### src/stt_pkg.sv
// ----------------------------------------------------------------------------
// stt_pkg: shared types and constants of the source text tokenizer
// Token kind codes, scan modes and character class helpers.
// ----------------------------------------------------------------------------
package stt_pkg;

   localparam int unsigned MaxNumberLength = 128;

   localparam logic [5:0] KIND_ID      = 6'd0;
   localparam logic [5:0] KIND_NUMBER  = 6'd1;
   localparam logic [5:0] KIND_KW_BASE = 6'd2;
   localparam logic [5:0] KIND_INC     = 6'd17;
   localparam logic [5:0] KIND_DEC     = 6'd18;
   localparam logic [5:0] KIND_ARROW_R = 6'd41;
   localparam logic [5:0] KIND_ARROW_L = 6'd42;
   localparam logic [5:0] KIND_END     = 6'd45;
   localparam logic [5:0] KIND_UNKNOWN = 6'd46;

   // operator slots; pend_ff holds one of these
   localparam logic [3:0] OP_PLUS  = 4'd0;
   localparam logic [3:0] OP_MINUS = 4'd1;
   localparam logic [3:0] OP_LT    = 4'd9;

   typedef enum logic [1:0] {
      MODE_IDLE   = 2'd0,
      MODE_IDENT  = 2'd1,
      MODE_NUMBER = 2'd2,
      MODE_OPER   = 2'd3
   } mode_type;

   typedef struct packed {
      logic [5:0]  kind;
      logic [15:0] line;
      logic [15:0] col;
      logic [7:0]  len;
   } token_type;

   function automatic logic is_alpha_us(input logic [7:0] c);
      return (c >= 8'h61 && c <= 8'h7a) || (c >= 8'h41 && c <= 8'h5a) || c == 8'h5f;
   endfunction

   function automatic logic is_digit(input logic [7:0] c);
      return c >= 8'h30 && c <= 8'h39;
   endfunction

   function automatic logic [15:0] sat_inc(input logic [15:0] v);
      return (v == 16'hffff) ? v : v + 16'd1;
   endfunction

   // returns operator slot; valid flag in bit 4
   function automatic logic [4:0] op_index(input logic [7:0] c);
      logic [4:0] r;
      r = 5'd0;
      unique case (c)
         8'h2b: r = 5'h10;
         8'h2d: r = 5'h11;
         8'h2a: r = 5'h12;
         8'h2f: r = 5'h13;
         8'h25: r = 5'h14;
         8'h5e: r = 5'h15;
         8'h3d: r = 5'h16;
         8'h21: r = 5'h17;
         8'h7e: r = 5'h18;
         8'h3c: r = 5'h19;
         8'h3e: r = 5'h1a;
         default: r = 5'd0;
      endcase
      return r;
   endfunction

   function automatic logic [5:0] op_single(input logic [3:0] i);
      logic [5:0] k;
      unique case (i)
         4'd0: k = 6'd10;
         4'd1: k = 6'd11;
         4'd2: k = 6'd12;
         4'd3: k = 6'd13;
         4'd4: k = 6'd14;
         4'd5: k = 6'd15;
         4'd6: k = 6'd27;
         4'd7: k = 6'd19;
         4'd8: k = 6'd21;
         4'd9: k = 6'd23;
         default: k = 6'd25;
      endcase
      return k;
   endfunction

   function automatic logic [5:0] op_eq(input logic [3:0] i);
      logic [5:0] k;
      unique case (i)
         4'd0: k = 6'd28;
         4'd1: k = 6'd29;
         4'd2: k = 6'd30;
         4'd3: k = 6'd31;
         4'd4: k = 6'd32;
         4'd5: k = 6'd33;
         4'd6: k = 6'd16;
         4'd7: k = 6'd20;
         4'd8: k = 6'd22;
         4'd9: k = 6'd24;
         default: k = 6'd26;
      endcase
      return k;
   endfunction

   // punctuation kind; valid flag in bit 6
   function automatic logic [6:0] punct_kind(input logic [7:0] c);
      logic [6:0] r;
      unique case (c)
         8'h28: r = {1'b1, 6'd34};
         8'h29: r = {1'b1, 6'd35};
         8'h5b: r = {1'b1, 6'd36};
         8'h5d: r = {1'b1, 6'd37};
         8'h7b: r = {1'b1, 6'd38};
         8'h7d: r = {1'b1, 6'd39};
         8'h2c: r = {1'b1, 6'd43};
         8'h3b: r = {1'b1, 6'd44};
         8'h3a: r = {1'b1, 6'd40};
         default: r = 7'd0;
      endcase
      return r;
   endfunction

   function automatic logic [5:0] keyword_kind(input logic [47:0] buf_v, input logic [7:0] len);
      logic [5:0] k;
      k = KIND_ID;
      if (len == 8'd6 && buf_v == 48'h72657475726e) k = KIND_KW_BASE;
      if (len == 8'd2 && buf_v == 48'h6966)         k = KIND_KW_BASE + 6'd1;
      if (len == 8'd5 && buf_v == 48'h7768696c65)   k = KIND_KW_BASE + 6'd2;
      if (len == 8'd3 && buf_v == 48'h666f72)       k = KIND_KW_BASE + 6'd3;
      if (len == 8'd2 && buf_v == 48'h666e)         k = KIND_KW_BASE + 6'd4;
      if (len == 8'd3 && buf_v == 48'h766172)       k = KIND_KW_BASE + 6'd5;
      if (len == 8'd3 && buf_v == 48'h6c6574)       k = KIND_KW_BASE + 6'd6;
      if (len == 8'd5 && buf_v == 48'h636f6e7374)   k = KIND_KW_BASE + 6'd7;
      return k;
   endfunction

endpackage

### src/source_text_tokenizer.sv
// ----------------------------------------------------------------------------
// source_text_tokenizer: streaming lexical analyzer
// One source byte per item in, tokens with kind and position out.
// ----------------------------------------------------------------------------
// Usage:
//   req_ channel carries one byte per item; req_tuser set marks end of input,
//   which flushes the pending token, emits an end token and restarts.
//   rsp_ channel carries tokens; rsp_tlast marks the last token an item caused.
//   An item causes zero, one or two tokens.
// Timing:
//   Tokens of an item appear in the cycle after it is accepted. One item per
//   cycle is sustained while items cause at most one token and rsp_tready
//   stays high; an item with two tokens holds the input while the pair drains.
//   The scanner state update is a single registered step per byte.
// Reset:
//   Synchronous; clears scan state, line and column, drops held results.
// Stall:
//   When rsp_tready is low, held tokens stay and req_tready drops once the
//   result registers cannot take another item's tokens.
// ----------------------------------------------------------------------------
module source_text_tokenizer #(
   parameter int unsigned MAX_NUMBER_LENGTH = stt_pkg::MaxNumberLength
) (
   input  logic        clock,
   input  logic        reset,
   input  logic        req_tvalid,
   output logic        req_tready,
   input  logic [7:0]  req_tdata,   // [7:0] char_code
   input  logic        req_tuser,   // [0] end_of_input
   output logic        rsp_tvalid,
   input  logic        rsp_tready,
   output logic [47:0] rsp_tdata,   // [5:0] token_kind, [21:6] line_number,
                                    // [37:22] column, [45:38] lexeme_length
   output logic        rsp_tlast    // last_of_run
);
   logic               step;
   logic               can_load;
   logic [1:0]         tok_count;
   stt_pkg::token_type tok0, tok1;

   assign req_tready = can_load;
   assign step = req_tvalid && req_tready;

   stt_scan #(.MAX_NUMBER_LENGTH(MAX_NUMBER_LENGTH)) u_scan (
      .clock(clock), .reset(reset), .step(step),
      .char_code(req_tdata), .end_of_input(req_tuser),
      .tok_count(tok_count), .tok0(tok0), .tok1(tok1)
   );

   stt_out u_out (
      .clock(clock), .reset(reset), .load(step && tok_count != 2'd0),
      .tok_count(tok_count), .tok0(tok0), .tok1(tok1), .can_load(can_load),
      .rsp_tvalid(rsp_tvalid), .rsp_tready(rsp_tready),
      .rsp_tdata(rsp_tdata), .rsp_tlast(rsp_tlast)
   );
endmodule

### src/stt_scan.sv
// ----------------------------------------------------------------------------
// stt_scan: scanner state and next-token logic
// Holds the scan state and produces up to two tokens for each item.
// ----------------------------------------------------------------------------
module stt_scan #(
   parameter int unsigned MAX_NUMBER_LENGTH = stt_pkg::MaxNumberLength
) (
   input  logic                clock,
   input  logic                reset,
   input  logic                step,
   input  logic [7:0]          char_code,
   input  logic                end_of_input,
   output logic [1:0]          tok_count,
   output stt_pkg::token_type  tok0,
   output stt_pkg::token_type  tok1
);
   localparam logic [7:0] NumMax = 8'(MAX_NUMBER_LENGTH);

   stt_pkg::mode_type mode_ff, mode_in;
   logic [3:0]  pend_ff, pend_in;
   logic [47:0] kbuf_ff, kbuf_in;
   logic [7:0]  len_ff, len_in;
   logic        dot_ff, dot_in;
   logic [15:0] line_ff, line_in, col_ff, col_in;
   logic [31:0] start_ff, start_in;

   always_comb begin
      logic       flush_en, begin_en;
      logic [4:0] opi;
      logic [6:0] pk;
      logic [5:0] sk;
      logic       sk_ok;
      stt_pkg::token_type t;
      mode_in  = mode_ff;
      pend_in  = pend_ff;
      kbuf_in  = kbuf_ff;
      len_in   = len_ff;
      dot_in   = dot_ff;
      line_in  = line_ff;
      col_in   = col_ff;
      start_in = start_ff;
      tok_count = 2'd0;
      tok0 = '0;
      tok1 = '0;
      flush_en = 1'b0;
      begin_en = 1'b0;
      opi = stt_pkg::op_index(char_code);
      pk  = stt_pkg::punct_kind(char_code);
      sk_ok = 1'b1;
      if (char_code == 8'h3d) sk = stt_pkg::op_eq(pend_ff);
      else if (pend_ff == stt_pkg::OP_PLUS && char_code == 8'h2b) sk = stt_pkg::KIND_INC;
      else if (pend_ff == stt_pkg::OP_MINUS && char_code == 8'h2d) sk = stt_pkg::KIND_DEC;
      else if (pend_ff == stt_pkg::OP_MINUS && char_code == 8'h3e)
         sk = stt_pkg::KIND_ARROW_R;
      else if (pend_ff == stt_pkg::OP_LT && char_code == 8'h2d) sk = stt_pkg::KIND_ARROW_L;
      else begin
         sk = '0;
         sk_ok = 1'b0;
      end

      unique case (mode_ff)
         stt_pkg::MODE_IDENT: begin
            if (!end_of_input &&
                (stt_pkg::is_alpha_us(char_code) || stt_pkg::is_digit(char_code))) begin
               if (len_ff != 8'hff) len_in = len_ff + 8'd1;
               if (len_ff < 8'd6) kbuf_in = {kbuf_ff[39:0], char_code};
               col_in = stt_pkg::sat_inc(col_ff);
            end else begin
               flush_en = 1'b1;
            end
         end
         stt_pkg::MODE_NUMBER: begin
            if (!end_of_input && len_ff < NumMax &&
                (stt_pkg::is_digit(char_code) || (char_code == 8'h2e && !dot_ff))) begin
               if (char_code == 8'h2e) dot_in = 1'b1;
               len_in = len_ff + 8'd1;
               col_in = stt_pkg::sat_inc(col_ff);
            end else begin
               flush_en = 1'b1;
            end
         end
         stt_pkg::MODE_OPER: begin
            if (!end_of_input && sk_ok) begin
               tok0 = '{sk, start_ff[31:16], start_ff[15:0], 8'd2};
               tok_count = 2'd1;
               col_in = stt_pkg::sat_inc(col_ff);
               mode_in = stt_pkg::MODE_IDLE;
            end else begin
               flush_en = 1'b1;
            end
         end
         default: ;
      endcase

      t.line = start_ff[31:16];
      t.col  = start_ff[15:0];
      t.len  = (mode_ff == stt_pkg::MODE_OPER) ? 8'd1 : len_ff;
      unique case (mode_ff)
         stt_pkg::MODE_IDENT:  t.kind = stt_pkg::keyword_kind(kbuf_ff, len_ff);
         stt_pkg::MODE_NUMBER: t.kind = stt_pkg::KIND_NUMBER;
         default:              t.kind = stt_pkg::op_single(pend_ff);
      endcase
      if (flush_en) begin
         tok0 = t;
         tok_count = 2'd1;
         mode_in = stt_pkg::MODE_IDLE;
      end
      begin_en = !end_of_input && (flush_en || mode_ff == stt_pkg::MODE_IDLE);

      if (end_of_input) begin
         t = '{stt_pkg::KIND_END, line_ff, col_ff, 8'd0};
         if (tok_count == 2'd0) tok0 = t;
         else tok1 = t;
         tok_count = tok_count + 2'd1;
         mode_in  = stt_pkg::MODE_IDLE;
         pend_in  = '0;
         kbuf_in  = '0;
         len_in   = '0;
         dot_in   = 1'b0;
         line_in  = '0;
         col_in   = '0;
         start_in = '0;
      end else if (begin_en) begin
         if (char_code == 8'h20 || (char_code >= 8'd9 && char_code <= 8'd13)) begin
            if (char_code == 8'h0a) begin
               line_in = stt_pkg::sat_inc(line_ff);
               col_in = '0;
            end else begin
               col_in = stt_pkg::sat_inc(col_ff);
            end
         end else begin
            start_in = {line_ff, col_ff};
            col_in = stt_pkg::sat_inc(col_ff);
            t.line = line_ff;
            t.col  = col_ff;
            t.len  = 8'd1;
            t.kind = pk[6] ? pk[5:0] : stt_pkg::KIND_UNKNOWN;
            if (stt_pkg::is_alpha_us(char_code)) begin
               mode_in = stt_pkg::MODE_IDENT;
               len_in = 8'd1;
               kbuf_in = {40'd0, char_code};
            end else if (stt_pkg::is_digit(char_code) || char_code == 8'h2e) begin
               mode_in = stt_pkg::MODE_NUMBER;
               len_in = 8'd1;
               dot_in = (char_code == 8'h2e);
            end else if (opi[4]) begin
               mode_in = stt_pkg::MODE_OPER;
               pend_in = opi[3:0];
               len_in = 8'd1;
            end else begin
               if (tok_count == 2'd0) tok0 = t;
               else tok1 = t;
               tok_count = tok_count + 2'd1;
            end
         end
      end
   end

   always_ff @(posedge clock) begin
      if (reset) begin
         mode_ff  <= stt_pkg::MODE_IDLE;
         pend_ff  <= '0;
         kbuf_ff  <= '0;
         len_ff   <= '0;
         dot_ff   <= 1'b0;
         line_ff  <= '0;
         col_ff   <= '0;
         start_ff <= '0;
      end else if (step) begin
         mode_ff  <= mode_in;
         pend_ff  <= pend_in;
         kbuf_ff  <= kbuf_in;
         len_ff   <= len_in;
         dot_ff   <= dot_in;
         line_ff  <= line_in;
         col_ff   <= col_in;
         start_ff <= start_in;
      end
   end

   a_len_bound: assert property (@(posedge clock) disable iff (reset)
      mode_ff == stt_pkg::MODE_NUMBER |-> len_ff <= NumMax && len_ff != 8'd0)
      else $error("number length out of range");
   a_end_clears: assert property (@(posedge clock) disable iff (reset)
      step && end_of_input |=> mode_ff == stt_pkg::MODE_IDLE && line_ff == 16'd0 &&
      col_ff == 16'd0)
      else $error("end marker did not restart scanner");
   a_idle_hold: assert property (@(posedge clock) disable iff (reset)
      !step |=> $stable(col_ff) && $stable(line_ff))
      else $error("position moved without an item");
endmodule

### src/stt_out.sv
// ----------------------------------------------------------------------------
// stt_out: result registers
// Holds up to two tokens of one item and delivers them in order.
// ----------------------------------------------------------------------------
module stt_out (
   input  logic               clock,
   input  logic               reset,
   input  logic               load,
   input  logic [1:0]         tok_count,
   input  stt_pkg::token_type tok0,
   input  stt_pkg::token_type tok1,
   output logic               can_load,
   output logic               rsp_tvalid,
   input  logic               rsp_tready,
   output logic [47:0]        rsp_tdata,
   output logic               rsp_tlast
);
   logic [1:0]         cnt_ff, cnt_in;
   stt_pkg::token_type t0_ff, t0_in, t1_ff, t1_in;

   logic take;
   assign take = rsp_tvalid && rsp_tready;
   // next item may load when the buffer is empty or drains this cycle
   assign can_load = (cnt_ff == 2'd0) || (cnt_ff == 2'd1 && rsp_tready);
   assign rsp_tvalid = cnt_ff != 2'd0;
   assign rsp_tlast = cnt_ff == 2'd1;
   assign rsp_tdata = {2'b00, t0_ff.len, t0_ff.col, t0_ff.line, t0_ff.kind};

   always_comb begin
      cnt_in = cnt_ff;
      t0_in = t0_ff;
      t1_in = t1_ff;
      if (take) begin
         cnt_in = cnt_ff - 2'd1;
         t0_in = t1_ff;
      end
      if (load) begin
         cnt_in = tok_count;
         t0_in = tok0;
         t1_in = tok1;
      end
   end

   always_ff @(posedge clock) begin
      if (reset) cnt_ff <= '0;
      else cnt_ff <= cnt_in;
      t0_ff <= t0_in;
      t1_ff <= t1_in;
   end

   a_cnt: assert property (@(posedge clock) disable iff (reset) cnt_ff <= 2'd2)
      else $error("result count overflow");
   a_load_ok: assert property (@(posedge clock) disable iff (reset) load |-> can_load)
      else $error("results overwritten");
   a_pair: assert property (@(posedge clock) disable iff (reset)
      cnt_ff == 2'd2 && rsp_tready && !load |=> cnt_ff == 2'd1)
      else $error("second token lost");
endmodule

### config.mk
export PLATFORM = sky130hd
export DESIGN_NAME = source_text_tokenizer
export DESIGN_NICKNAME = d
export VERILOG_FILES = /design/src/stt_pkg.sv /design/src/source_text_tokenizer.sv /design/src/stt_scan.sv /design/src/stt_out.sv
export SDC_FILE = /design/constraint.sdc
export NUM_CORES = 1
export LEC_CHECK = 0
export BUFFER_PORTS_ARGS = -buffer_cell sky130_fd_sc_hd__buf_2
export CORE_MARGIN = 2
export CORE_UTILIZATION = 60
export DETAILED_ROUTE_END_ITERATION = 16
export PLACE_DENSITY = 0.9
export SLEW_MARGIN = 10
export SYNTH_ARGS = -nofsm -noshare
export SYNTH_HDL_FRONTEND = slang
export SYNTH_SLANG_ARGS = --single-unit
export TNS_END_PERCENT = 30
### constraint.sdc
create_clock -name clock -period 8.78 [get_ports clock]
set_clock_uncertainty 0.05 [all_clocks]
set_input_delay 1.317 -clock clock [delete_from_list [all_inputs] [get_ports clock]]
set_output_delay 1.317 -clock clock [all_outputs]
set_load 0.005 [all_outputs]
# Word level (Yosys, flattened, before mapping)
# Memory sizes are Yosys's and may differ from the RTL's. A register that Yosys moved wholly into a read port is not among the register bits.
# Index checks and enable logic that the tools add are counted.
[classes]
add_sub_neg = 5
reduce_logical = 52
n_eq_ne = 52
muxes = 120
order_cmp = 10
[op_table]
columns = ["operator", "count"]
rows = [
  ["$mux 46", 21],
  ["$mux 48", 7],
  ["$mux 16", 13],
  ["$eq 48x23->1 const B", 3],
  ["$eq 8x6->1 const B", 16],
  ["$eq 48x15->1 const B", 2],
  ["$eq 48x39->1 const B", 2],
  ["$mux 32", 3],
  ["$mux 8", 10],
  ["$pmux 7 s9", 1],
  ["$eq 8x7->1 const B", 7],
  ["$pmux 5 s11", 1],
  ["$eq 48x47->1 const B", 1],
  ["$mux 4", 12],
  ["$pmux 16 s3", 1],
  ["$mux 2", 21],
  ["$mux 6", 6],
  ["$add 16x1->16 const B", 2],
  ["$eq 16x16->1 const B", 2],
  ["$logic_and 1x1->1", 26],
  ["$mux 1", 17],
  ["$eq 8x2->1 const B", 2],
  ["$eq 8x3->1 const B", 2],
  ["$ge 8x7->1 const B", 2],
  ["32 further kinds", 59],
]
[totals]
wordCells = 258
romBits = 176
output_inout_bits = 51
in_bits = 13
n_memories = 2
ff_bits = 221
[mem_list]
columns = ["name", "depth", "word_bits", "read_ports", "rd_ports_with_merged_regs", "write_ports", "line", "rtl"]
rows = [
  ["(no name shown)", 16, 6, 1, 1, 0, "stt_pkg.sv:91", "unique case (i)"],
  ["(no name shown)", 16, 5, 1, 1, 0, "stt_pkg.sv:73", "unique case (i)"],
]

# Depth between registers and ports, before layout
[depth]
word_depth = 21
depth_mapped = 16
mapped_depth_nobuf = 13

# Cells and area by module
# A second synthesis with hierarchy kept.
[hier_totals]
cells_unflattened = 1199
area_unflattened_um2 = 11678.7
[by_module_without_submodules]
columns = ["mod", "seq_area_each_um2", "area_per_inst_um2", "instances", "cells_per_inst"]
rows = [
  ["stt_scan", 2762.6, 8141.6, 1, 1032],
  ["stt_out", 2802.7, 3520.9, 1, 165],
  ["source_text_tokenizer", 0.0, 16.3, 1, 2],
]

# Least setup slack after synthesis
# Ideal clock, no wire load.
[synth_timing]
kind = "input port to flip-flop"
start = "in req_tdata[0]"
end = "reg u_out.t0_ff, in the netlist u_out.rsp_tdata[0] (enable)"
path_stages = 14
n_path_buf = 5
t_arrival_ns = 5.145
setup_ns = 0.571
slack_ns = 3.014
t_required_ns = 8.159
cell_sequence = "buf_4 > nand4b_2 > or4b_1 > o22ai_2 > o21a_2 > o2bb2ai_1 > clkbuf_1 > clkbuf_1 > ha_1 > nor4_1 > a211o_1 > buf_4 > buf_4 > nand2_1"
[synth_via]
elab_chain_len = 21
elab_cells_between_ends = 65
classes_between = "add/sub (1); order compare (8); eq/ne (14); mux (19); reduce/logical (23)"
[synth_rtl]
columns = ["element", "line", "rtl"]
rows = [
  ["from (decl)", "source_text_tokenizer.sv:28", "input logic [7:0] req_tdata,"],
  ["$eq 8x6->1", "stt_pkg.sv:54, stt_scan.sv:52, stt_scan.sv:55", ""],
  ["$logic_and 1x1->1", "stt_scan.sv:55", "else if (pend_ff == stt_pkg::OP_LT && char_code == 8'h2d) sk = stt_pkg::KIND_ARROW_L;"],
  ["$mux 1", "stt_scan.sv:55", ""],
  ["$mux 1", "stt_scan.sv:53", "else if (pend_ff == stt_pkg::OP_MINUS && char_code == 8'h3e)"],
  ["$mux 1", "stt_scan.sv:52", "else if (pend_ff == stt_pkg::OP_MINUS && char_code == 8'h2d) sk = stt_pkg::KIND_DEC;"],
  ["$mux 1", "stt_scan.sv:51", "else if (pend_ff == stt_pkg::OP_PLUS && char_code == 8'h2b) sk = stt_pkg::KIND_INC;"],
  ["$mux 1", "stt_scan.sv:50", "if (char_code == 8'h3d) sk = stt_pkg::op_eq(pend_ff);"],
  ["$logic_and 1x1->1", "stt_scan.sv:83", "if (!end_of_input && sk_ok) begin"],
  ["(+5 left out)", "-", ""],
  ["$mux 2", "stt_scan.sv:142", "end else if (stt_pkg::is_digit(char_code) || char_code == 8'h2e) begin"],
  ["$mux 2", "stt_scan.sv:138", "if (stt_pkg::is_alpha_us(char_code)) begin"],
  ["$mux 2", "stt_scan.sv:124", "if (char_code == 8'h20 || (char_code >= 8'd9 && char_code <= 8'd13)) begin"],
  ["$mux 2", "stt_scan.sv:123", "end else if (begin_en) begin"],
  ["$mux 2 *", "stt_scan.sv:110", "if (end_of_input) begin"],
  ["$reduce_bool 2->1 *", "source_text_tokenizer.sv:51", ".clock(clock), .reset(reset), .load(step && tok_count != 2'd0),"],
  ["$logic_and 1x1->1 *", "source_text_tokenizer.sv:51", ""],
  ["$reduce_bool 2->1 (no source line) *", "-", ""],
  ["to (signal assigned)", "stt_out.sv:47", "t0_ff <= t0_in;"],
  ["to (decl)", "stt_out.sv:19", "stt_pkg::token_type t0_ff, t0_in, t1_ff, t1_in;"],
]
# Every way passes the cells marked *; elsewhere a longest branch is shown, timed or not.
# A chain may end at the register's enable or synchronous reset.

# Worst setup path after layout
[layout_timing]
start = "in req_tdata[4]"
end = "reg u_out.t0_ff, in the netlist u_out.rsp_tdata[43] (enable)"
# Same word-level chain as after synthesis.

==> results.txt <==
- The worst register-to-register path has a depth of 12.
- Commonest cells after routing, fill and taps aside: sky130_fd_sc_hd__nor2_1, sky130_fd_sc_hd__dfxtp_1, sky130_fd_sc_hd__edfxtp_1
* Worst endpoint data arrival time: 5.62 ns
* Critical-path cell with the highest stage delay: sky130_fd_sc_hd__nand2_2
- The region available for standard cell placement spans 0.0179 mm².
* Part of the Yosys area used for sequential elements: 0.487
- Internal power component: 1890 µW
* Layout cells sized above 1: 0.119
* Status: finished clean
* Horiz. Die Dim: 139 µm
- Total routing usage reported by global routing: 0.273
- Detailed routing inserted a total of 9230 vias.
- Once the clock tree was built, the setup fixing pass inserted 0 buffers.
- Of the total power, the clock network draws 0.358.
- Hold_sp: u_scan.kbuf_ff[47]
* Critical Path Fanout Max: 50
* Unrepaired setup endpoints after global routing: no
- The die covers 0.0193 mm².
- After synthesis the cells add up to 0.0109 mm².
* Final layout net count: 1193
- Overflow after GRT: 0
- Number of enable-type register cells in the synthesized netlist: 84
* Hold Crit Depth: 1
- The synthesized design spends more area on one cell type than any other, namely sky130_fd_sc_hd__dfxtp_1.
- FMAX: 177 MHz
- Startpoint Class: input port
- Number of sinks driven by the clock tree: 224
- Number of max-cap violations: 0
- Number of search-and-repair iterations in the first detailed-routing pass: 5
- The routed design has 27000 µm of wire.
* Crit-path cells: buf_2 > nand4bb_1 > o41ai_1 > a21oi_1 > a211oi_1 > o2bb2ai_2 > buf_4 > ha_1 > nor4_1 > a211o_1 > buf_4 > nand2_2
- Number of antenna violations at the first check in global routing: 0
- The analysis attributes to net switching a power of 727 µW.
- Relative max-transition margin: 0.238
- Synth top area cells: sky130_fd_sc_hd__dfxtp_1, sky130_fd_sc_hd__edfxtp_1, sky130_fd_sc_hd__nor2_1
- Of the post-synthesis cell area, the dominant cell type holds 0.256.
- Synthesized instance count: 1146
- Reg2reg start: u_scan.mode_ff[0]
- Of the total power, the share spent switching nets is 0.278.
- 64 I/O pins were placed.
- In this run the critical register-to-register path is captured at u_out.rsp_tdata[43].
- Post-Route Setup TNS: 0 ns
- Power density normalized to cell area: 218 mW/mm²
* Final design utilization: 0.670
- Register-to-register path setup slack: 4.19 ns
* Required time of the worst setup path: 8.74 ns
- Clock Latency Late Sink: 0.53 ns
* Part of the cycle the worst path needs: 0.644
- Cell leakage power: 0.00434 µW
- Count of inserted antenna diode cells: 0
- The detailed router finished its first iteration with 1021 violations.
* Placed wire-length estimate: 17200 µm
* Number of vias per cell: 6.55
- Final slew viol count: 0
- After detailed routing, the average wire length per cell comes to 19.2 µm.
- The number of global-route vias before repair is 8780.
- Number of buffers added to fix hold violations after cts: 0
* Register bit count reported by yosys: 224
* Hold Path Class: flip-flop to flip-flop
- By startpoint and endpoint, the worst setup path is classified as input port to flip-flop.
* Root Buffer Master: sky130_fd_sc_hd__clkbuf_16
- The worst hold path terminates at u_scan.kbuf_ff[47].
- Leaving out fill and tap cells, the most frequent cell in the layout is sky130_fd_sc_hd__nor2_1.
* Wire length of the first global-routing pass: 44100 µm
* Post-synth ARST share: 0
- The share of total power dissipated in combinational logic is 0.160.
- The longest clock path from root to sink contains 3 buffers.
- The routed design could run at a clock period as short as 5.65 ns.
* Clk pin slew, worst setup/hold paths: 0.06 ns
- The initial utilization of the core area, before any placement, comes to 0.611.
- For this run, the slowest stage of the critical path takes 0.79 ns.
* Maximum number of pins on one net before global-route repair: 79
- Dividing the synthesized area by the synthesized cell count gives 9.55 µm².
- Main flop type after synthesis: sky130_fd_sc_hd__dfxtp_1
* Portion of total power attributed to sequential cells: 0.481
* Transition time at the pin with the least slew margin: 1.14 ns
- Unique cell type count in the Yosys netlist: 85
- Row generation in the floorplan step produced 49 rows.
- Yosys Warn Count: 0
- RePlAce Congestion: 0.941
- Buffers inserted during clock tree synthesis total 23.
- Synthesis-to-layout area growth: 9.63%
- Combined buffer and inverter count along the critical path: 3
* Number of design rule violations left after detail routing: 0
* Final hold vios: 0
- Antenna-violating nets left: 0
- Among cell families on the critical path, the largest total delay comes from simple AND/OR/NAND/NOR gates.
- Max VDD drop: 213 µV
- The cell that appears most often on the critical path is sky130_fd_sc_hd__buf_4.
- Port bufs: 61
* Die height: 139 µm
- In this run the number of H-tree levels came out at 1.
- In this run, post-CTS repair resized a total of 0 instances.
- Type of element capturing the critical path: flip-flop
* CTS tree: yes
- Setup violations remaining at the end of the flow were counted as 0.
-- cells by family after synthesis --
logic type | after synthesis | share of synthesized area
AO/OA/AOI/OAI | 287 | 0.200
XOR/XNOR | 25 | 0.0200
adder cells (fa/ha/maj) | 17 | 0.0194
buffers and inverters | 104 | 0.0420
flip-flops | 224 | 0.487
multiplexers | 2 | 0.00194
other | 1 | 0.000343
AND/OR/NAND/NOR | 486 | 0.229
-- cell usage after synthesis, types with 25 or more instances --
master	instances
sky130_fd_sc_hd__a22o_1	53
sky130_fd_sc_hd__and2_1	42
sky130_fd_sc_hd__dfxtp_1	140
sky130_fd_sc_hd__nor3_1	25
sky130_fd_sc_hd__a22oi_1	34
sky130_fd_sc_hd__clkbuf_1	52
sky130_fd_sc_hd__a221oi_1	33
sky130_fd_sc_hd__nand2_1	67
sky130_fd_sc_hd__nand3_1	29
sky130_fd_sc_hd__a21oi_1	33
sky130_fd_sc_hd__edfxtp_1	84
sky130_fd_sc_hd__o21ai_0	34
sky130_fd_sc_hd__nor2_1	185
-- worst max-delay path by stage --
| stage | cells past startpoint | endpoint | startpoint |
|---|---|---|---|
| 5_1_grt | 12 | u_out.rsp_tdata[43] | req_tdata[4] |
| 3_3_place_gp | 12 | u_out.rsp_tdata[43] | req_tdata[4] |
| 2_1_floorplan | 14 | u_out.rsp_tdata[0] | req_tdata[0] |
| 3_5_place_dp | 12 | u_out.rsp_tdata[41] | req_tdata[4] |
| 6_report | 12 | u_out.rsp_tdata[43] | req_tdata[4] |
| 4_1_cts | 12 | u_out.rsp_tdata[41] | req_tdata[4] |
-- power by group through the flow --
stage               registers [µW]  logic (µW)  clock network, µW
detailed placement            1280         413                  0
floorplan                     1280         253                  0
global route                  1270         461                986
finish                        1260         419                937
global placement              1280         398                  0
CTS                           1260         417                946
-- cell type report --
| cell class | instances | area (µm²) |
|---|---|---|
| fillers | 1374 | 5910 |
| clock buffers | 28 | 614 |
| repair buffers | 73 | 395 |
| multi-input cells | 819 | 5180 |
| inverters | 22 | 82.6 |
| clock inverters | 14 | 111 |
| well taps | 229 | 287 |
| flip-flops and latches | 224 | 5330 |
-- through the flow --
stage	total power [µW]	hold WS (ns)	area (µm²)	cells	setup WS, ns
2_1_floorplan	1540	0.393	10900	1147	3.01
3_3_place_gp	1670	0.408	11300	1367	2.81
3_5_place_dp	1690	0.406	11300	1367	2.66
4_1_cts	2620	0.427	12000	1409	3.19
5_1_grt	2720	0.448	12000	1409	2.75
6_report	2610	0.426	12000	1409	3.13
-- worst register-to-register path, cell delays in order, from the launching register on --
cell                        delay, ns
sky130_fd_sc_hd__dfxtp_1         0.34
sky130_fd_sc_hd__inv_1           0.09
sky130_fd_sc_hd__ha_1            0.26
sky130_fd_sc_hd__o41ai_1         0.11
sky130_fd_sc_hd__a21oi_1         0.43
sky130_fd_sc_hd__a211oi_1        0.15
sky130_fd_sc_hd__o2bb2ai_2       0.17
sky130_fd_sc_hd__buf_4           0.42
sky130_fd_sc_hd__ha_1            0.35
sky130_fd_sc_hd__nor4_1          0.27
sky130_fd_sc_hd__a211o_1         0.16
sky130_fd_sc_hd__buf_4           0.47
sky130_fd_sc_hd__nand2_2         0.79
-- state kept, by name (all words and copies together), names as in the netlist, named ones only --
name	count
u_out.cnt_ff	2
u_out.rsp_tdata	46
u_out.t1_ff	38
u_scan.col_ff	16
u_scan.dot_ff	1
u_scan.kbuf_ff	48
u_scan.len_ff	8
u_scan.line_ff	16
u_scan.mode_ff	2
u_scan.pend_ff	4
u_scan.start_ff	32
-- routing by layer --
| metal | vias up | GRT usage | share of wire |
|---|---|---|---|
| met4 | 0 | 0.106 | 0.030 |
| met1 | 4475 | 0.355 | 0.42 |
| met3 | 67 | 0.0483 | 0.070 |
| met5 | - | 0 | 0 |
| li1 | 4316 | - | - |
| met2 | 372 | 0.456 | 0.48 |
No activity file was read; power rests on OpenSTA's default activity.
